<file path="src/rtl/ppsd_pkg.sv">
// Shared types, codes and feature lookup for the packed pattern stream decoder.
`default_nettype none
package ppsd_pkg;

  // Input commands
  localparam logic [1:0] CMD_DATA = 2'd0;
  localparam logic [1:0] CMD_NEW  = 2'd1;
  localparam logic [1:0] CMD_END  = 2'd2;
  localparam logic [1:0] CMD_NONE = 2'd3;

  // Result kinds
  localparam logic [1:0] KIND_NOTE   = 2'd0;
  localparam logic [1:0] KIND_EFFECT = 2'd1;
  localparam logic [1:0] KIND_DONE   = 2'd2;
  localparam logic [1:0] KIND_ERROR  = 2'd3;

  // Status codes
  localparam logic [1:0] STAT_OK        = 2'd0;
  localparam logic [1:0] STAT_BAD_LEN   = 2'd1;
  localparam logic [1:0] STAT_MANY_FX   = 2'd2;
  localparam logic [1:0] STAT_TRUNCATED = 2'd3;

  // Limits
  localparam logic [8:0] MAX_ROWS    = 9'd256;
  localparam logic [8:0] ROWS_WIDE   = 9'd64;
  localparam logic [2:0] MAX_EFFECTS = 3'd4;

  // Feature mask bit positions
  localparam int MASK_W        = 50;
  localparam int FEAT_NO_NOTE  = 6;
  localparam int FEAT_NO_INST  = 7;
  localparam int FEAT_UNKNOWN  = 8;
  localparam int FEAT_SLOT3    = 46;
  localparam int FEAT_SLOT4    = 47;
  localparam int FEAT_ROWS64   = 48;
  localparam int FEAT_ROWS256  = 49;

  // Effect codes with special handling
  localparam logic [4:0] FX_EXT        = 5'd14;
  localparam logic [4:0] FX_NIBBLE_SEL = 5'h1e;
  localparam logic [4:0] FX_LAST       = 5'h1f;

  localparam logic [5:0] EXT_FEATURE [16] = '{
    6'd22, 6'd23, 6'd23, 6'd24, 6'd25, 6'd26, 6'd27, 6'd28,
    6'd29, 6'd29, 6'd30, 6'd30, 6'd31, 6'd32, 6'd33, 6'd34
  };

  // Queue depth in groups
  localparam int QDEPTH = 2;

  typedef struct packed {
    logic [1:0]        kind;
    logic [8:0]        row;
    logic [4:0]        track;
    logic [7:0]        note;
    logic [7:0]        inst;
    logic [1:0]        slot;
    logic [4:0]        code;
    logic [7:0]        param;
    logic [1:0]        status;
    logic [MASK_W-1:0] mask;
    logic              last;
  } ppsd_res_t;

  // Results caused by one input item: one or two
  typedef struct packed {
    logic      two;
    ppsd_res_t r0;
    ppsd_res_t r1;
  } ppsd_grp_t;

  // Feature bit for a nonzero effect code and the high nibble of its parameter
  function automatic logic [5:0] effect_feature(input logic [4:0] code,
                                                input logic [3:0] hi);
    logic [5:0] bit_idx;
    bit_idx = 6'(FEAT_UNKNOWN);
    if (code >= 5'd1 && code <= 5'd13) begin
      bit_idx = 6'd8 + {1'b0, code};
    end else if (code == FX_EXT) begin
      bit_idx = EXT_FEATURE[hi];
    end else if (code >= 5'd15 && code <= 5'd20) begin
      bit_idx = 6'd20 + {1'b0, code};
    end else if (code == FX_NIBBLE_SEL) begin
      if (hi == 4'h0) begin
        bit_idx = 6'd41;
      end else if (hi == 4'h8) begin
        bit_idx = 6'd42;
      end else if (hi == 4'hD) begin
        bit_idx = 6'd43;
      end else begin
        bit_idx = 6'd44;
      end
    end else if (code == FX_LAST) begin
      bit_idx = 6'd45;
    end
    return bit_idx;
  endfunction

endpackage
`default_nettype wire

</file>
<file path="src/rtl/ppsd_in_if.sv">
// Input byte channel of the decoder.
`default_nettype none
interface ppsd_in_if;
  logic       valid;
  logic       ready;
  logic [1:0] cmd;
  logic [7:0] data_byte;

  modport source (output valid, cmd, data_byte, input ready);
  modport sink (input valid, cmd, data_byte, output ready);
endinterface
`default_nettype wire

</file>
<file path="src/rtl/ppsd_out_if.sv">
// Result channel of the decoder.
`default_nettype none
interface ppsd_out_if;
  logic        valid;
  logic        ready;
  logic [1:0]  result_kind;
  logic [8:0]  row_index;
  logic [4:0]  track_index;
  logic [7:0]  note_value;
  logic [7:0]  instrument_value;
  logic [1:0]  effect_slot;
  logic [4:0]  effect_code;
  logic [7:0]  effect_param;
  logic [1:0]  status_code;
  logic [49:0] feature_mask;
  logic        last_result;

  modport source (output valid, result_kind, row_index, track_index, note_value,
                  instrument_value, effect_slot, effect_code, effect_param,
                  status_code, feature_mask, last_result, input ready);
  modport sink (input valid, result_kind, row_index, track_index, note_value,
                instrument_value, effect_slot, effect_code, effect_param,
                status_code, feature_mask, last_result, output ready);
endinterface
`default_nettype wire

</file>
<file path="src/rtl/packed_pattern_stream_decoder_core.sv">
// Top level of the packed pattern stream decoder.
//
// Usage:
//   in_bus  : one beat per stream byte, with a command (data byte, new file,
//             end of data). in_bus.ready is high while the group queue has room.
//   out_bus : note, effect, pattern-done and error results; last_result marks
//             the final result caused by one input beat.
// Path: a result passes through a queue entry, then the output register,
//   before it appears on out_bus.
// Throughput: one input beat per cycle while each beat causes at most one
//   result and the receiver takes every result; a beat that causes two
//   results sends them in turn through the single output port, one per cycle.
// Reset (rst_n low, synchronous): parser returns to expecting a length byte,
//   feature mask and error halt clear, the queue empties and out_bus.valid
//   drops. A new-file command does the same to the parser state only.
// Receiver stall: a result holds on out_bus until taken; the two-group queue
//   fills behind it and in_bus.ready drops once the queue is full.
// After an error, data and end-of-data beats are taken but give no result.
`default_nettype none
module packed_pattern_stream_decoder_core import ppsd_pkg::*; (
  input  wire        clk,
  input  wire        rst_n,
  ppsd_in_if.sink    in_bus,
  ppsd_out_if.source out_bus
);

  logic      q_push, q_pop, q_empty, q_full;
  ppsd_grp_t q_grp, q_head;

  // Parse bytes and classify them into result groups
  ppsd_front u_front (
    .clk    (clk),
    .rst_n  (rst_n),
    .in_bus (in_bus),
    .q_full (q_full),
    .q_push (q_push),
    .q_grp  (q_grp)
  );

  // Decouple parser from output stalls
  ppsd_queue u_queue (
    .clk    (clk),
    .rst_n  (rst_n),
    .push   (q_push),
    .grp_in (q_grp),
    .pop    (q_pop),
    .head   (q_head),
    .empty  (q_empty),
    .full   (q_full)
  );

  // Drain groups one result beat at a time
  ppsd_back u_back (
    .clk     (clk),
    .rst_n   (rst_n),
    .head    (q_head),
    .q_empty (q_empty),
    .q_pop   (q_pop),
    .out_bus (out_bus)
  );

  // Never push into a full queue
  assert property (@(posedge clk) disable iff (!rst_n) q_push |-> !q_full)
    else $error("push into full group queue");

  // Never pop an empty queue
  assert property (@(posedge clk) disable iff (!rst_n) q_pop |-> !q_empty)
    else $error("pop from empty group queue");

  // A two-result group always opens with a note or effect event
  assert property (@(posedge clk) disable iff (!rst_n)
    (q_push && q_grp.two) |->
      (q_grp.r0.kind == KIND_NOTE || q_grp.r0.kind == KIND_EFFECT))
    else $error("two-result group without leading event");

endmodule
`default_nettype wire

</file>
<file path="src/rtl/ppsd_front.sv">
// Front end: parses one stream byte per beat and builds its result group.
`default_nettype none
module ppsd_front import ppsd_pkg::*; (
  input  wire       clk,
  input  wire       rst_n,
  ppsd_in_if.sink   in_bus,
  input  wire       q_full,
  output logic      q_push,
  output ppsd_grp_t q_grp
);

  localparam logic [2:0] PH_LEN_LO = 3'd0;
  localparam logic [2:0] PH_LEN_HI = 3'd1;
  localparam logic [2:0] PH_CHAN   = 3'd2;
  localparam logic [2:0] PH_NOTE   = 3'd3;
  localparam logic [2:0] PH_INST   = 3'd4;
  localparam logic [2:0] PH_FX     = 3'd5;
  localparam logic [2:0] PH_PARAM  = 3'd6;

  logic [2:0]        phase_r, phase_nxt;
  logic [7:0]        len_lo_r, len_lo_nxt;
  logic [15:0]       size_r, size_nxt;
  logic [16:0]       bp_r, bp_nxt;
  logic [8:0]        rows_r, rows_nxt;
  logic [4:0]        trk_r, trk_nxt;
  logic [7:0]        note_r, note_nxt;
  logic [7:0]        fxb_r, fxb_nxt;
  logic [2:0]        nfx_r, nfx_nxt;
  logic              want_r, want_nxt;
  logic [MASK_W-1:0] mask_r, mask_nxt;
  logic              halt_r, halt_nxt;

  logic      acc;
  logic [7:0] b;
  logic      have0, have1, eoe, err2, err3;
  ppsd_res_t res0, res1;

  assign in_bus.ready = !q_full;
  assign acc          = in_bus.valid && !q_full;
  assign b            = in_bus.data_byte;

  always_comb begin
    phase_nxt  = phase_r;
    len_lo_nxt = len_lo_r;
    size_nxt   = size_r;
    bp_nxt     = bp_r;
    rows_nxt   = rows_r;
    trk_nxt    = trk_r;
    note_nxt   = note_r;
    fxb_nxt    = fxb_r;
    nfx_nxt    = nfx_r;
    want_nxt   = want_r;
    mask_nxt   = mask_r;
    halt_nxt   = halt_r;
    have0      = 1'b0;
    have1      = 1'b0;
    eoe        = 1'b0;
    err2       = 1'b0;
    err3       = 1'b0;
    res0       = '0;
    res1       = '0;

    // First stage: the byte itself, with at most one event
    if (acc) begin
      unique case (in_bus.cmd)
        CMD_NEW: begin
          phase_nxt  = PH_LEN_LO;
          len_lo_nxt = '0;
          size_nxt   = '0;
          bp_nxt     = '0;
          rows_nxt   = '0;
          trk_nxt    = '0;
          note_nxt   = '0;
          fxb_nxt    = '0;
          nfx_nxt    = '0;
          want_nxt   = 1'b0;
          mask_nxt   = '0;
          halt_nxt   = 1'b0;
        end
        CMD_END: begin
          if (!halt_r && phase_r != PH_LEN_LO) begin
            err3 = 1'b1;
          end
        end
        CMD_DATA: begin
          if (!halt_r) begin
            unique case (phase_r)
              PH_LEN_LO: begin
                len_lo_nxt = b;
                phase_nxt  = PH_LEN_HI;
              end
              PH_LEN_HI: begin
                size_nxt = {b, len_lo_r} - 16'd2;
                bp_nxt   = '0;
                rows_nxt = '0;
                eoe      = 1'b1;
              end
              PH_CHAN: begin
                bp_nxt = bp_r + 17'd1;
                if (b == 8'd0) begin
                  rows_nxt = rows_r + 9'd1;
                  eoe      = 1'b1;
                end else begin
                  trk_nxt  = b[4:0];
                  nfx_nxt  = '0;
                  want_nxt = b[6];
                  if (b[5]) begin
                    phase_nxt = PH_NOTE;
                  end else if (b[6]) begin
                    phase_nxt = PH_FX;
                  end else begin
                    eoe = 1'b1;
                  end
                end
              end
              PH_NOTE: begin
                bp_nxt    = bp_r + 17'd1;
                note_nxt  = b;
                phase_nxt = PH_INST;
              end
              PH_INST: begin
                bp_nxt = bp_r + 17'd1;
                if (note_r == 8'd0) mask_nxt[FEAT_NO_NOTE] = 1'b1;
                if (b == 8'd0)      mask_nxt[FEAT_NO_INST] = 1'b1;
                have0       = 1'b1;
                res0.kind   = KIND_NOTE;
                res0.row    = rows_r;
                res0.track  = trk_r;
                res0.note   = note_r;
                res0.inst   = b;
                res0.mask   = mask_nxt;
                if (want_r) begin
                  phase_nxt = PH_FX;
                end else begin
                  eoe = 1'b1;
                end
              end
              PH_FX: begin
                bp_nxt    = bp_r + 17'd1;
                fxb_nxt   = b;
                phase_nxt = PH_PARAM;
              end
              PH_PARAM: begin
                bp_nxt = bp_r + 17'd1;
                if (fxb_r[7:6] == 2'd2) mask_nxt[FEAT_SLOT3] = 1'b1;
                if (fxb_r[7:6] == 2'd3) mask_nxt[FEAT_SLOT4] = 1'b1;
                if (fxb_r[4:0] != 5'd0) begin
                  mask_nxt[effect_feature(fxb_r[4:0], b[7:4])] = 1'b1;
                end
                have0       = 1'b1;
                res0.kind   = KIND_EFFECT;
                res0.row    = rows_r;
                res0.track  = trk_r;
                res0.slot   = fxb_r[7:6];
                res0.code   = fxb_r[4:0];
                res0.param  = b;
                res0.mask   = mask_nxt;
                nfx_nxt     = nfx_r + 3'd1;
                if (fxb_r[5]) begin
                  if (nfx_nxt >= MAX_EFFECTS) begin
                    err2 = 1'b1;
                  end else begin
                    phase_nxt = PH_FX;
                  end
                end else begin
                  eoe = 1'b1;
                end
              end
              default: begin
              end
            endcase
          end
        end
        default: begin
        end
      endcase
    end

    // Second stage: an error, or the end-of-entry check
    if (err2 || err3) begin
      have1       = 1'b1;
      halt_nxt    = 1'b1;
      res1.kind   = KIND_ERROR;
      res1.row    = rows_nxt;
      res1.track  = trk_nxt;
      res1.status = err2 ? STAT_MANY_FX : STAT_TRUNCATED;
      res1.mask   = mask_nxt;
    end else if (eoe) begin
      phase_nxt = PH_CHAN;
      if (!(bp_nxt < {1'b0, size_nxt} && rows_nxt < MAX_ROWS)) begin
        have1 = 1'b1;
        if (bp_nxt != {1'b0, size_nxt}) begin
          halt_nxt    = 1'b1;
          res1.kind   = KIND_ERROR;
          res1.row    = rows_nxt;
          res1.track  = trk_nxt;
          res1.status = STAT_BAD_LEN;
          res1.mask   = mask_nxt;
        end else begin
          if (rows_nxt > ROWS_WIDE) mask_nxt[FEAT_ROWS64]  = 1'b1;
          if (rows_nxt > MAX_ROWS)  mask_nxt[FEAT_ROWS256] = 1'b1;
          res1.kind = KIND_DONE;
          res1.row  = rows_nxt;
          res1.mask = mask_nxt;
          phase_nxt = PH_LEN_LO;
          bp_nxt    = '0;
          rows_nxt  = '0;
        end
      end
    end

    // Pack the group; the last result of the beat carries the flag
    q_push       = have0 || have1;
    q_grp.two    = have0 && have1;
    q_grp.r0     = have0 ? res0 : res1;
    q_grp.r0.last = !(have0 && have1);
    q_grp.r1      = res1;
    q_grp.r1.last = 1'b1;
  end

  always_ff @(posedge clk) begin
    if (!rst_n) begin
      phase_r  <= PH_LEN_LO;
      len_lo_r <= '0;
      size_r   <= '0;
      bp_r     <= '0;
      rows_r   <= '0;
      trk_r    <= '0;
      note_r   <= '0;
      fxb_r    <= '0;
      nfx_r    <= '0;
      want_r   <= 1'b0;
      mask_r   <= '0;
      halt_r   <= 1'b0;
    end else begin
      phase_r  <= phase_nxt;
      len_lo_r <= len_lo_nxt;
      size_r   <= size_nxt;
      bp_r     <= bp_nxt;
      rows_r   <= rows_nxt;
      trk_r    <= trk_nxt;
      note_r   <= note_nxt;
      fxb_r    <= fxb_nxt;
      nfx_r    <= nfx_nxt;
      want_r   <= want_nxt;
      mask_r   <= mask_nxt;
      halt_r   <= halt_nxt;
    end
  end

endmodule
`default_nettype wire

</file>
<file path="src/rtl/ppsd_queue.sv">
// Short queue of result groups between the parser and the output stage.
`default_nettype none
module ppsd_queue import ppsd_pkg::*; (
  input  wire       clk,
  input  wire       rst_n,
  input  wire       push,
  input  ppsd_grp_t grp_in,
  input  wire       pop,
  output ppsd_grp_t head,
  output logic      empty,
  output logic      full
);

  localparam int PW = $clog2(QDEPTH);

  ppsd_grp_t       q_r [QDEPTH];
  logic [PW-1:0]   wr_r, rd_r;
  logic [PW:0]     cnt_r, cnt_nxt;

  assign empty = (cnt_r == '0);
  assign full  = (cnt_r == (PW+1)'(QDEPTH));
  assign head  = q_r[rd_r];

  always_comb begin
    cnt_nxt = cnt_r;
    if (push && !pop) cnt_nxt = cnt_r + (PW+1)'(1);
    if (pop && !push) cnt_nxt = cnt_r - (PW+1)'(1);
  end

  always_ff @(posedge clk) begin
    if (push) q_r[wr_r] <= grp_in;
  end

  always_ff @(posedge clk) begin
    if (!rst_n) begin
      wr_r  <= '0;
      rd_r  <= '0;
      cnt_r <= '0;
    end else begin
      if (push) wr_r <= wr_r + PW'(1);
      if (pop)  rd_r <= rd_r + PW'(1);
      cnt_r <= cnt_nxt;
    end
  end

endmodule
`default_nettype wire

</file>
<file path="src/rtl/ppsd_back.sv">
// Back end: unpacks result groups into single result beats behind an output register.
`default_nettype none
module ppsd_back import ppsd_pkg::*; (
  input  wire       clk,
  input  wire       rst_n,
  input  ppsd_grp_t head,
  input  wire       q_empty,
  output logic      q_pop,
  ppsd_out_if.source out_bus
);

  logic      sub_r, sub_nxt;
  logic      vld_r;
  ppsd_res_t out_r;
  logic      load;

  assign load    = !q_empty && (!vld_r || out_bus.ready);
  assign q_pop   = load && (sub_r || !head.two);
  assign sub_nxt = load ? (!sub_r && head.two) : sub_r;

  always_ff @(posedge clk) begin
    if (!rst_n) begin
      vld_r <= 1'b0;
      sub_r <= 1'b0;
    end else begin
      sub_r <= sub_nxt;
      if (load) begin
        vld_r <= 1'b1;
      end else if (out_bus.ready) begin
        vld_r <= 1'b0;
      end
    end
  end

  always_ff @(posedge clk) begin
    if (load) out_r <= sub_r ? head.r1 : head.r0;
  end

  assign out_bus.valid            = vld_r;
  assign out_bus.result_kind      = out_r.kind;
  assign out_bus.row_index        = out_r.row;
  assign out_bus.track_index      = out_r.track;
  assign out_bus.note_value       = out_r.note;
  assign out_bus.instrument_value = out_r.inst;
  assign out_bus.effect_slot      = out_r.slot;
  assign out_bus.effect_code      = out_r.code;
  assign out_bus.effect_param     = out_r.param;
  assign out_bus.status_code      = out_r.status;
  assign out_bus.feature_mask     = out_r.mask;
  assign out_bus.last_result      = out_r.last;

endmodule
`default_nettype wire
</file>
<file path="src/flat_wrapper.sv">
// flat-port wrapper written by rule: the top's interface ports become plain ports
module packed_pattern_stream_decoder_core_flat import ppsd_pkg::*;
  (clk, rst_n, in_bus_valid, in_bus_cmd, in_bus_data_byte, in_bus_ready, out_bus_valid, out_bus_result_kind, out_bus_row_index, out_bus_track_index, out_bus_note_value, out_bus_instrument_value, out_bus_effect_slot, out_bus_effect_code, out_bus_effect_param, out_bus_status_code, out_bus_feature_mask, out_bus_last_result, out_bus_ready);
  ppsd_in_if in_bus_i ();
  ppsd_out_if out_bus_i ();
  input  wire clk;
  input  wire rst_n;
  input wire logic [$bits(in_bus_i.valid)-1:0] in_bus_valid;
  input wire logic [$bits(in_bus_i.cmd)-1:0] in_bus_cmd;
  input wire logic [$bits(in_bus_i.data_byte)-1:0] in_bus_data_byte;
  output wire logic [$bits(in_bus_i.ready)-1:0] in_bus_ready;
  output wire logic [$bits(out_bus_i.valid)-1:0] out_bus_valid;
  output wire logic [$bits(out_bus_i.result_kind)-1:0] out_bus_result_kind;
  output wire logic [$bits(out_bus_i.row_index)-1:0] out_bus_row_index;
  output wire logic [$bits(out_bus_i.track_index)-1:0] out_bus_track_index;
  output wire logic [$bits(out_bus_i.note_value)-1:0] out_bus_note_value;
  output wire logic [$bits(out_bus_i.instrument_value)-1:0] out_bus_instrument_value;
  output wire logic [$bits(out_bus_i.effect_slot)-1:0] out_bus_effect_slot;
  output wire logic [$bits(out_bus_i.effect_code)-1:0] out_bus_effect_code;
  output wire logic [$bits(out_bus_i.effect_param)-1:0] out_bus_effect_param;
  output wire logic [$bits(out_bus_i.status_code)-1:0] out_bus_status_code;
  output wire logic [$bits(out_bus_i.feature_mask)-1:0] out_bus_feature_mask;
  output wire logic [$bits(out_bus_i.last_result)-1:0] out_bus_last_result;
  input wire logic [$bits(out_bus_i.ready)-1:0] out_bus_ready;
  assign in_bus_i.valid = in_bus_valid;
  assign in_bus_i.cmd = in_bus_cmd;
  assign in_bus_i.data_byte = in_bus_data_byte;
  assign in_bus_ready = in_bus_i.ready;
  assign out_bus_valid = out_bus_i.valid;
  assign out_bus_result_kind = out_bus_i.result_kind;
  assign out_bus_row_index = out_bus_i.row_index;
  assign out_bus_track_index = out_bus_i.track_index;
  assign out_bus_note_value = out_bus_i.note_value;
  assign out_bus_instrument_value = out_bus_i.instrument_value;
  assign out_bus_effect_slot = out_bus_i.effect_slot;
  assign out_bus_effect_code = out_bus_i.effect_code;
  assign out_bus_effect_param = out_bus_i.effect_param;
  assign out_bus_status_code = out_bus_i.status_code;
  assign out_bus_feature_mask = out_bus_i.feature_mask;
  assign out_bus_last_result = out_bus_i.last_result;
  assign out_bus_i.ready = out_bus_ready;
  packed_pattern_stream_decoder_core u_core (.clk(clk), .rst_n(rst_n), .in_bus(in_bus_i), .out_bus(out_bus_i));
endmodule
</file>
<file path="config.mk">
export PLATFORM = sky130hd
export DESIGN_NAME = packed_pattern_stream_decoder_core_flat
export DESIGN_NICKNAME = d
export VERILOG_FILES = /design/src/rtl/ppsd_pkg.sv /design/src/rtl/ppsd_in_if.sv /design/src/rtl/ppsd_out_if.sv /design/src/rtl/packed_pattern_stream_decoder_core.sv /design/src/rtl/ppsd_front.sv /design/src/rtl/ppsd_queue.sv /design/src/rtl/ppsd_back.sv /design/src/flat_wrapper.sv
export SDC_FILE = /design/constraint.sdc
export NUM_CORES = 1
export LEC_CHECK = 0
export BUFFER_PORTS_ARGS = -buffer_cell sky130_fd_sc_hd__buf_2
export CORE_MARGIN = 3
export CORE_UTILIZATION = 47
export CTS_CLUSTER_SIZE = 20
export DETAILED_ROUTE_END_ITERATION = 10
export GPL_TIMING_DRIVEN = 0
export SLEW_MARGIN = 40
export SYNTH_ARGS = -nofsm -noshare
export SYNTH_HDL_FRONTEND = slang
export SYNTH_HIERARCHICAL = 1
export SYNTH_SLANG_ARGS = --single-unit
</file>
<file path="constraint.sdc">
create_clock -name clk -period 35.4 [get_ports clk]
set_input_delay 1.77 -clock clk [delete_from_list [all_inputs] [get_ports clk]]
set_output_delay 1.77 -clock clk [all_outputs]
set_load 0.005 [all_outputs]
</file>
## After elaboration in Yosys (flattened, before gate mapping)

Memories as Yosys holds them, arrays and structs flattened. A register that Yosys moved wholly into a read port is not among the register bits.
Index checks and enable logic that the tools add are counted.

- Register bits after elaboration: 235
- Memory bits (writable): 338
- Bits in read-only memories: 96
- Input bits: 14
- Output and inout port bits: 102
- Logic and storage cells: 283
- Memories: 2

Memories:

| name | words | width | read ports | clocked after memory_dff | write ports | RTL line | source |
|---|---|---|---|---|---|---|---|
| u_core.u_queue.q_r | 2 | 169 | 1 | 1 | 1 | ppsd_queue.sv:16 | `ppsd_grp_t q_r [QDEPTH];` |
| (name not given) | 16 | 6 | 1 | 0 | 0 | ppsd_pkg.sv:80 | `bit_idx = EXT_FEATURE[hi];` |

- Add/subtract/negate cells: 10
- Order comparisons: 12
- Equal/unequal tests: 25
- Multiplexer cells: 161
- Bitwise operators: 2
- Reductions and logical operators: 43

Operators with widths:

| cell | count |
|---|---|
| 50-bit two-way mux | 7 |
| 100-bit two-way mux | 2 |
| 50-bit case mux with 2 select lines | 2 |
| 46-bit two-way mux | 3 |
| 16-bit two-way mux | 7 |
| 17-bit two-way mux | 6 |
| 51-bit two-way mux | 2 |
| 6-bit two-way mux | 13 |
| 17-bit case mux with 2 select lines | 2 |
| 9-bit two-way mux | 7 |
| 1-bit two-way mux | 56 |
| 52-bit two-way mux | 1 |
| 50-bit bitwise OR | 1 |
| 8-bit two-way mux | 6 |
| 8-bit case mux with 2 select lines | 3 |
| 3-bit two-way mux | 15 |
| 42-bit two-way mux | 1 |
| 9-bit case mux with 2 select lines | 2 |
| 16-bit case mux with 2 select lines | 1 |
| 15-bit case mux with 2 select lines | 1 |
| 5-bit two-way mux | 5 |
| 3-bit case mux with 2 select lines | 3 |
| 3-bit case mux with 6 select lines | 1 |
| 17-bit by 1-bit adder with 17-bit output (second input constant) | 1 |
| 56 further kinds | 105 |

## Logic depth before layout (Yosys ltp)

Gate-level depths: netlist of the first run.

- Depth after elaboration: 29
- Depth in mapped cells: 26
- Depth with buffers taken out: 24

## Modules after synthesis

The synthesis of the first run kept the hierarchy.

Modules (own cells, without submodules):

| module | times used | cells each | area each (um^2) | sequential area each (um^2) |
|---|---|---|---|---|
| ppsd_queue | 1 | 647 | 14709.1 | 12171.7 |
| ppsd_front | 1 | 1202 | 8490.6 | 2582.5 |
| ppsd_back | 1 | 222 | 4330.4 | 3042.9 |

## Worst setup path before layout of the first run

No wires, ideal clock.

- Kind: input to register
- Start point: input port in_bus_cmd[0]
- End point: register u_core.u_queue.wr_r
- Setup time: 0.098 ns
- Arrival: 13.873 ns
- Data required time: 35.302 ns
- Slack: 21.430 ns
- Stages: 20
- Path buffers: 3
- Cell sequence: nor4b_4 > clkbuf_1 > nand2_1 > clkbuf_1 > nor2_1 > a21oi_1 > ha_1 > nand4_1 > nor3_1 > a21oi_1 > o211a_1 > a21oi_2 > nor2_4 > inv_2 > nor2_4 > buf_4 > inv_2 > inv_1 > nor2_1 > o21a_1

- Cells in the longest elaborated chain, start to end: 9
- Elaborated cells on any way between the ends: 25
- Classes of those cells: order compare (2); eq/ne (2); mux (17); reduce/logical (4)

Ends and longest elaborated chain:

| what | RTL line | source |
|---|---|---|
| start, declared | flat_wrapper.sv:9 | `input wire logic [$bits(in_bus_i.cmd)-1:0] in_bus_cmd;` |
| 2-bit by 1-bit equality test with 1-bit output / 2-bit zero test (equally long branches) | ppsd_front.sv:65 | `unique case (in_bus.cmd)` |
| 17-bit case mux with 2 select lines (tied with other cells) | ppsd_front.sv:65 |  |
| 17-bit two-way mux (tied with other cells) | ppsd_front.sv:64 | `if (acc) begin` |
| 17-bit by 16-bit less-than comparator with 1-bit output / 9-bit less-than comparator (equally long branches) | ppsd_front.sv:190 | `if (!(bp_nxt < {1'b0, size_nxt} && rows_nxt < MAX_ROWS)) begin` |
| 1-bit logical AND | ppsd_front.sv:190 |  |
| 1-bit two-way mux | ppsd_front.sv:190 |  |
| 1-bit two-way mux | ppsd_front.sv:188 | `end else if (eoe) begin` |
| 1-bit two-way mux | ppsd_front.sv:180 | `if (err2 \|\| err3) begin` |
| 1-bit logical OR * | ppsd_front.sv:213 | `q_push = have0 \|\| have1;` |
| net u_core.q_push | packed_pattern_stream_decoder_core.sv:27 | `logic q_push, q_pop, q_empty, q_full;` |
| end signal, assigned | ppsd_queue.sv:40 | `if (push) wr_r <= wr_r + PW'(1);` |
| end, declared | ppsd_queue.sv:17 | `logic [PW-1:0] wr_r, rd_r;` |

Mark *: on every way through the listed nets, which the timed path passes. The rest lies on a longest branch.
A chain may end at the register's enable or synchronous reset.

## Final worst setup path of the first run

- Start point: input port in_bus_cmd[0]
- End point: memory u_core/u_queue/q_r[1][157] (netlist name), enable pin

- Cells in the longest elaborated chain, start to end: 11
- Elaborated cells on any way between the ends: 27
- Classes of those cells: order compare (2); eq/ne (2); mux (19); reduce/logical (4)

Ends and longest elaborated chain:

| what | RTL line | source |
|---|---|---|
| 2-bit by 1-bit equality test with 1-bit output / 2-bit zero test (equally long branches) | ppsd_front.sv:65 |  |
| 17-bit case mux with 2 select lines (tied with other cells) | ppsd_front.sv:65 |  |
| 17-bit two-way mux (tied with other cells) | ppsd_front.sv:64 |  |
| 17-bit by 16-bit less-than comparator with 1-bit output / 9-bit less-than comparator (equally long branches) | ppsd_front.sv:190 |  |
| 1-bit logical AND | ppsd_front.sv:190 |  |
| 1-bit two-way mux | ppsd_front.sv:190 |  |
| 1-bit two-way mux | ppsd_front.sv:188 |  |
| 1-bit two-way mux | ppsd_front.sv:180 |  |
| 1-bit logical OR * | ppsd_front.sv:213 |  |
| net u_core.q_push | packed_pattern_stream_decoder_core.sv:27 |  |
| 1-bit two-way mux * | ppsd_queue.sv:31 | `if (push) q_r[wr_r] <= grp_in;` |
| 1-bit two-way mux (not written as such) * | ppsd_queue.sv:31 |  |
| end, declared | ppsd_queue.sv:16 |  |

Marks and branches as above.

==> flow_summary.ini, run 1 <==
[detailed_routing]
drc = 0
drt_iter0_drc = 1403
wl_um = 68200
wl_per_cell_um = 21.8
final_antenna_net_count = 0
vias_per_cell = 5.55
first_pass_iters = 5
vias = 17400

[logic_synthesis]
avgSynthCellArea_sq_um = 13.3
seq_area_frac_synth_pct = 64.6
synth_edf_count = 502
netlist.area_leader.share_pct = 54.8
synth.area.top_cells = edfxtp_1, mux2_2, dfxtp_1
ys_ff_latch = 638
synth_commonest_cells = edfxtp_1, mux2_2, nor2_1
synth_flop_cell = edfxtp_1
synth_area_sq_um = 27500
syn_inst = 2071
synthArstFlopShare_pct = 0
synth_most_common_cell = edfxtp_1
ys_types = 81
yosys.area.top_type = edfxtp_1
yosys_warnings = 6

[clock_tree]
cts.sinks = 638
cts_tree = built
clock_latency_ns = 0.61
cts_buffers = 69
cts_buffer_depth = 3
cts_resized = 0
holdBufCountCts = 0
htreeDepth = 3
postCtsSetupRepairBufs = 0
cts_root_buffer = clkbuf_16
path_clk_slew_ns = 0.05

[setup_path]
endpoint_kind = flop
worstPathMaxFanout = 37
worst_ep_arrival_time_ns = 7.89
setup.worst_path.class = in2reg
crit_required_ns = 35.67
critPathLaunchType = primary input

[die]
boundaryPins = 116
dieArea_sq_um = 61500
fp.dieW_um = 248
core_area_sq_um = 57800
rows = 88
start_util_pct = 47.6
die_y_um = 248

[finish]
drive_gt1_share_pct = 28.3
regArea_sq_um = 17800
multi_input_area_sq_um = 8960
fillers = 4819
nNetsFinal = 2356
areaGrowthSynthToFinish_pct = 16.3

[min_path]
min_path_type = reg2reg

[grt]
overflow = 0
globalRouteTotalUtil_pct = 22.3
grt_first_pass_wirelength_um = 103000
grt_pass1_vias = 17300
antenna_found_initial = 2
grt_max_degree = 38

[status]
status = complete, no violations

[pwr]
power_density_nw_per_um2 = 49.7
power_leakage_nw = 10.6
power_mw = 1.59
vdd_ir_drop_max_v = 0.0000349

[placement]
place_ws_ns = 27.31
io_buffer_count = 113
gp_congestion = 0.954
dp_hpwl_um = 47800

[timing]
setup_viol = 0
fin_worst_skew_ns = 0.0266
period_needed_ns = 7.62
fin_tns_setup_ns = 0
finalHoldViolCount = 0
drv_slew = 0
slew_headroom_pct = 38.3
timing.final.ws_setup_ns = 27.78
fmax_mhz = 131
period_share_pct = 21.5
worst_pin_slew_ns = 0.925
rsz0062_at_grt = false

[job]
maxCapViolCount = 0
layer usage:
metal  track usage, %  wire [um]  up-vias  part of all wire [%]
met5                0         13        -                 0.019
met4             8.19       1900        2                   2.8
met3             3.69       3960      104                   5.8
met2             35.1      31800      522                    47
met1             31.4      30500     8663                    45
li1                 -          -     8105                     -
path summary, 6_finish.rpt:
path                                 to  slack (ns)  cells after the start                      start
max          u_core/u_queue/q_r[1][157]       27.78                     23              in_bus_cmd[0]
min           u_core/u_front/size_r[11]        0.48                      2  u_core/u_front/size_r[11]
max reg2reg  u_core/u_queue/q_r[1][157]       28.46                     23    u_core/u_queue/cnt_r[0]
min reg2reg   u_core/u_front/size_r[11]        0.48                      2  u_core/u_front/size_r[11]
layout make-up:
cell class                      count  area share [%]
Antenna cell                        1         0.00782
Buffer                            143            2.65
Clock buffer                      106            6.31
Clock inverter                     21           0.778
Inverter                           26           0.305
Multi-Input combinational cell   1294            28.0
Sequential cell                   638            55.6
Tap cell                          765            2.99
Timing Repair Buffer              139            3.37
registers in the layout, summed over array words and instances, names as in the netlist, 2 cells and up, named ones only:
signal,flops
u_core/u_back/out_bus.note_value,8
u_core/u_back/out_bus.status_code,2
u_core/u_front/bp_r,17
u_core/u_back/out_bus.feature_mask,50
u_core/u_front/phase_r,3
u_core/u_front/len_lo_r,8
u_core/u_back/out_bus.row_index,9
u_core/u_back/out_bus.result_kind,2
u_core/u_back/out_bus.effect_slot,2
u_core/u_front/size_r,16
u_core/u_queue/q_r,402
u_core/u_back/out_bus.instrument_value,8
u_core/u_front/trk_r,5
u_core/u_back/out_bus.effect_param,8
u_core/u_front/fxb_r,8
u_core/u_back/out_bus.effect_code,5
u_core/u_front/mask_r,50
u_core/u_back/out_bus.track_index,5
u_core/u_front/nfx_r,3
u_core/u_queue/cnt_r,2
u_core/u_front/rows_r,9
u_core/u_front/note_r,8
critical path, cell delays in order:
cell      delay (ns)
buf_2           0.23
or4b_1          0.16
clkbuf_1        0.33
clkbuf_1        0.53
clkbuf_1        0.76
o21ai_0         0.21
nand2_1         0.13
nand2_1         0.10
ha_1            0.30
nand4_1         0.14
nor3_1          0.42
a21oi_1         0.13
o211a_1         0.29
a21oi_2         0.26
nor2_4          0.11
inv_2           0.24
nor2_4          0.15
buf_4           0.21
inv_2           0.08
and2_4          0.45
buf_12          0.29
buf_12          0.26
buf_12          0.26
cells by family (layout without fill, tap and decap cells):
family / count (synthesis) / count (layout) / share of synthesized area, %
other cells: 2 / 33 / 0.0273
xor+xnor: 18 / 18 / 0.573
mux: 311 / 311 / 12.7
buf+inv: 169 / 435 / 3.43
simple gates: 596 / 596 / 10.5
compound gates: 306 / 306 / 6.71
flops: 638 / 638 / 64.6
fa+ha+maj: 31 / 31 / 1.41
report_power, final:
| part | switching (mW) | internal (mW) | total [mW] |
|---|---|---|---|
| clock | 0.283 | 0.431 | 0.715 |
| sequential | 0.00240 | 0.810 | 0.812 |
| combinational | 0.0383 | 0.0241 | 0.0624 |
metrics by stage:
stage / util [%] / instances / area, sq um / hold WS, ns
after detailed placement: 51.4 / 3005 / 29700 / 0.468
after floorplan: - / 2101 / 27600 / 0.436
after CTS: 55.4 / 3132 / 32000 / 0.476
final: 55.4 / 3133 / 32000 / 0.483
after global placement: 50.5 / 2979 / 29200 / 0.442
after global routing: 55.4 / 3132 / 32000 / 0.504
cells in the final DEF (no fill, tap or decap), drive strengths merged, types with 5 or more instances in the layout:
| cell type | n |
|---|---|
| mux2i | 8 |
| a31oi | 15 |
| nor3 | 29 |
| ha | 31 |
| nand3 | 25 |
| nand2b | 9 |
| nand2 | 104 |
| nor4 | 15 |
| o31ai | 16 |
| o21ai | 59 |
| nor2 | 282 |
| xor2 | 7 |
| mux2 | 303 |
| dfxtp | 136 |
| nand4 | 12 |
| and2 | 27 |
| conb | 32 |
| and3 | 14 |
| xnor2 | 11 |
| bufinv | 5 |
| o22ai | 14 |
| inv | 30 |
| a22oi | 16 |
| nor3b | 11 |
| nor2b | 20 |
| edfxtp | 502 |
| a211oi | 5 |
| or3 | 12 |
| buf | 229 |
| clkinv | 12 |
| clkbuf | 158 |
| or2 | 8 |
| a21oi | 133 |
Note: power is estimated with default switching activity, not from simulation.
==> run 2, diff against run 1 <==
--- a/config.mk
+++ b/config.mk
@@ -5,12 +5,14 @@
 export SDC_FILE = /design/constraint.sdc
 export NUM_CORES = 1
 export LEC_CHECK = 0
+export ABC_AREA = 1
 export BUFFER_PORTS_ARGS = -buffer_cell sky130_fd_sc_hd__buf_2
 export CORE_MARGIN = 3
 export CORE_UTILIZATION = 47
 export CTS_CLUSTER_SIZE = 20
 export DETAILED_ROUTE_END_ITERATION = 10
 export GPL_TIMING_DRIVEN = 0
+export PLACE_DENSITY = 0.66
 export SLEW_MARGIN = 40
 export SYNTH_ARGS = -nofsm -noshare
 export SYNTH_HDL_FRONTEND = slang
==> constraint.sdc (replaced) <==
create_clock -name clk -period 7 [get_ports clk]
set_input_delay 0.35 -clock clk [delete_from_list [all_inputs] [get_ports clk]]
set_output_delay 0.35 -clock clk [all_outputs]
set_load 0.005 [all_outputs]
==> run 2 against run 1 <==
Net effect:
- wire length increased by 7.8%
- first-iteration DRC count is 11% higher
- critical endpoint is now u_core/u_queue/q_r[1][60]
- critical path depth increased by 9
- sequential share of layout area fell by 2.9 points
- largest cell class unchanged
- die area grew 6.2%
- power grew to 5.2 times the previous value
==> flow_summary.ini, run 2 <==
[timing]
fin_worst_skew_ns = 0.0156
fmax_mhz = 154
period_needed_ns = 6.50
drv_slew = 0
timing.final.ws_setup_ns = 0.502
period_share_pct = 92.8
rsz0062_at_grt = false
setup_viol = 0
slew_headroom_pct = 40.0
worst_pin_slew_ns = 0.900
finalHoldViolCount = 0

[grt]
globalRouteTotalUtil_pct = 22.2
overflow = 0
met2_usage_pct = 36.6
grt-busiest-layer = met2
grt_util_met1_pct = 29.6
grt_pass1_vias = 20100
grt_first_pass_wirelength_um = 114000
met3_usage_pct = 3.27
antenna_found_initial = 4
grt_max_degree = 63

[setup_path]
setup.worst_path.class = reg2reg
crit_required_ns = 7.35
cpLargestDelayFamily = buffers and inverters
crit_path_start = u_core/u_queue/cnt_r[0]
worstPathMaxFanout = 22
rr_startpoint = u_core/u_queue/cnt_r[0]
endpoint_kind = flop
cp_slowest_cell = nor2_1
path_common_cell = nand2_1
worst_ep_arrival_time_ns = 6.85
path_buf_inv = 14
critPathLaunchType = flop
max_stage_delay_ns = 0.43

[placement]
dp_hpwl_um = 52800
place_ws_ns = 0.0639
place_area_sq_um = 31500
gp_congestion = 0.914
io_buffer_count = 114

[finish]
areaGrowthSynthToFinish_pct = 15.3
multi_input_area_sq_um = 9760
final_common_cell = nand2_1
final_cell_mix = nand2_1, edfxtp_1, nor2_1, mux2_2, inv_1
fillers = 5265
largest_reg_flops = 402
nNetsFinal = 3064
regArea_sq_um = 17800
drive_gt1_share_pct = 22.3
design_area_sq_um = 33800
regMostFlops = u_core/u_queue/q_r

[logic_synthesis]
synth_most_common_cell = nand2_1
synth_area_sq_um = 29300
netlist.area_leader.share_pct = 51.5
synth_commonest_cells = nand2_1, edfxtp_1, nor2_1
syn_inst = 2783
ys_types = 59
synth_edf_count = 502
yosys.area.top_type = edfxtp_1
yosys_warnings = 6
avgSynthCellArea_sq_um = 10.5
synth_flop_cell = edfxtp_1
synth.area.top_cells = edfxtp_1, nand2_1, dfxtp_1
synthArstFlopShare_pct = 0
ys_ff_latch = 638
seq_area_frac_synth_pct = 60.8

[clock_tree]
cts_tree = built
clock_latency_ns = 0.60
cts_root_buffer = clkbuf_16
cts.sinks = 638
postCtsSetupRepairBufs = 0
cts_buffer_depth = 3
htreeDepth = 3
holdBufCountCts = 0
path_clk_slew_ns = 0.06
cts_buffers = 68

[detailed_routing]
drt_iter0_drc = 1563
drc = 0
first_pass_iters = 5
wl_um = 73600
vias = 20400
final_antenna_net_count = 0
vias_per_cell = 5.24
wl_per_cell_um = 18.9

[pwr]
vdd_ir_drop_max_v = 0.000140
power_leakage_nw = 12.6
power_density_nw_per_um2 = 245

[min_path]
worstHoldStart = rst_n
min_path_type = in2reg

[die]
core_area_sq_um = 61000
fp.dieW_um = 256
start_util_pct = 48.0
die_y_um = 256
rows = 90
boundaryPins = 116
dieArea_sq_um = 65300

[status]
status = complete, no violations

[job]
maxCapViolCount = 0
## run 2: cell count changes after synthesis, sizes merged, moves of 13 or more
cell and delta:
clkbuf -15, o21ai +98, and2 -26, nand2 +660, inv +195, o31ai -13
mux2 -102, nor2 +55, and3 -14, buf +19, nor4 -13, nor2b -20
nand3 +54, a21oi -67
## run 2: final timing paths
kind	endpoint	slack, ns	cells past startpoint
max	u_core/u_queue/q_r[1][60]	0.50	32
min	u_core/u_back/sub_r	0.08	3
max reg2reg	u_core/u_queue/q_r[1][60]	0.50	32
min reg2reg	u_core/u_front/nfx_r[1]	0.47	2
## run 2: final cells by class
class / count / area share [%]
Antenna cell: 1 / 0.00741
Buffer: 146 / 2.91
Clock buffer: 89 / 5.48
Clock inverter: 34 / 1.20
Inverter: 227 / 2.56
Multi-Input combinational cell: 1801 / 28.9
Sequential cell: 638 / 52.7
Tap cell: 828 / 3.07
Timing Repair Buffer: 136 / 3.15
Timing Repair inverter: 1 / 0.0148
## run 2: logic make-up (layout without fill, tap and decap cells)
family | after synthesis | after routing | synth area share, %
compound gates | 290 | 290 | 5.62
xor+xnor | 10 | 10 | 0.299
fa+ha+maj | 31 | 31 | 1.32
buf+inv | 374 | 633 | 6.29
flops | 638 | 638 | 60.8
mux | 201 | 201 | 7.73
other cells | 2 | 33 | 0.0256
simple gates | 1237 | 1237 | 17.9
## run 2: power breakdown
| group | switching (mW) | internal, mW |
|---|---|---|
| registers | 0.0187 | 4.10 |
| logic | 0.348 | 0.151 |
| clock network | 1.47 | 2.17 |
## run 2: routing by layer
layer | vias to the layer above | share of wire (%) | routed length [um]
met2 | 633 | 47 | 34900
li1 | 9817 | - | -
met4 | 4 | 3.7 | 2690
met5 | - | 0.029 | 21
met1 | 9835 | 43 | 31900
met3 | 149 | 5.5 | 4070
## run 2: tightest hold or removal path: stages
cell and delay (ns):
buf_2 0.17, nand2_1 0.09, nor2_1 0.03
## run 2: what timing repair did
action,in CTS,in global routing
setup endpoints to repair,0,157
gates resized for setup,0,0
hold endpoints to repair,0,0
## run 2: through the flow
stage / cells / hold slack, ns / TNS (ns) / utilization [%] / power (mW)
2_1_floorplan: 2813 / 0.435 / 0 / - / 4.53
3_3_place_gp: 3755 / 0.444 / -1218.22 / 50.8 / 4.68
3_5_place_dp: 3777 / 0.458 / 0 / 51.6 / 4.70
4_1_cts: 3900 / 0.0474 / 0 / 55.3 / 8.33
5_1_grt: 3901 / 0.0736 / 0 / 55.3 / 8.52
6_report: 3901 / 0.0787 / 0 / 55.3 / 8.26
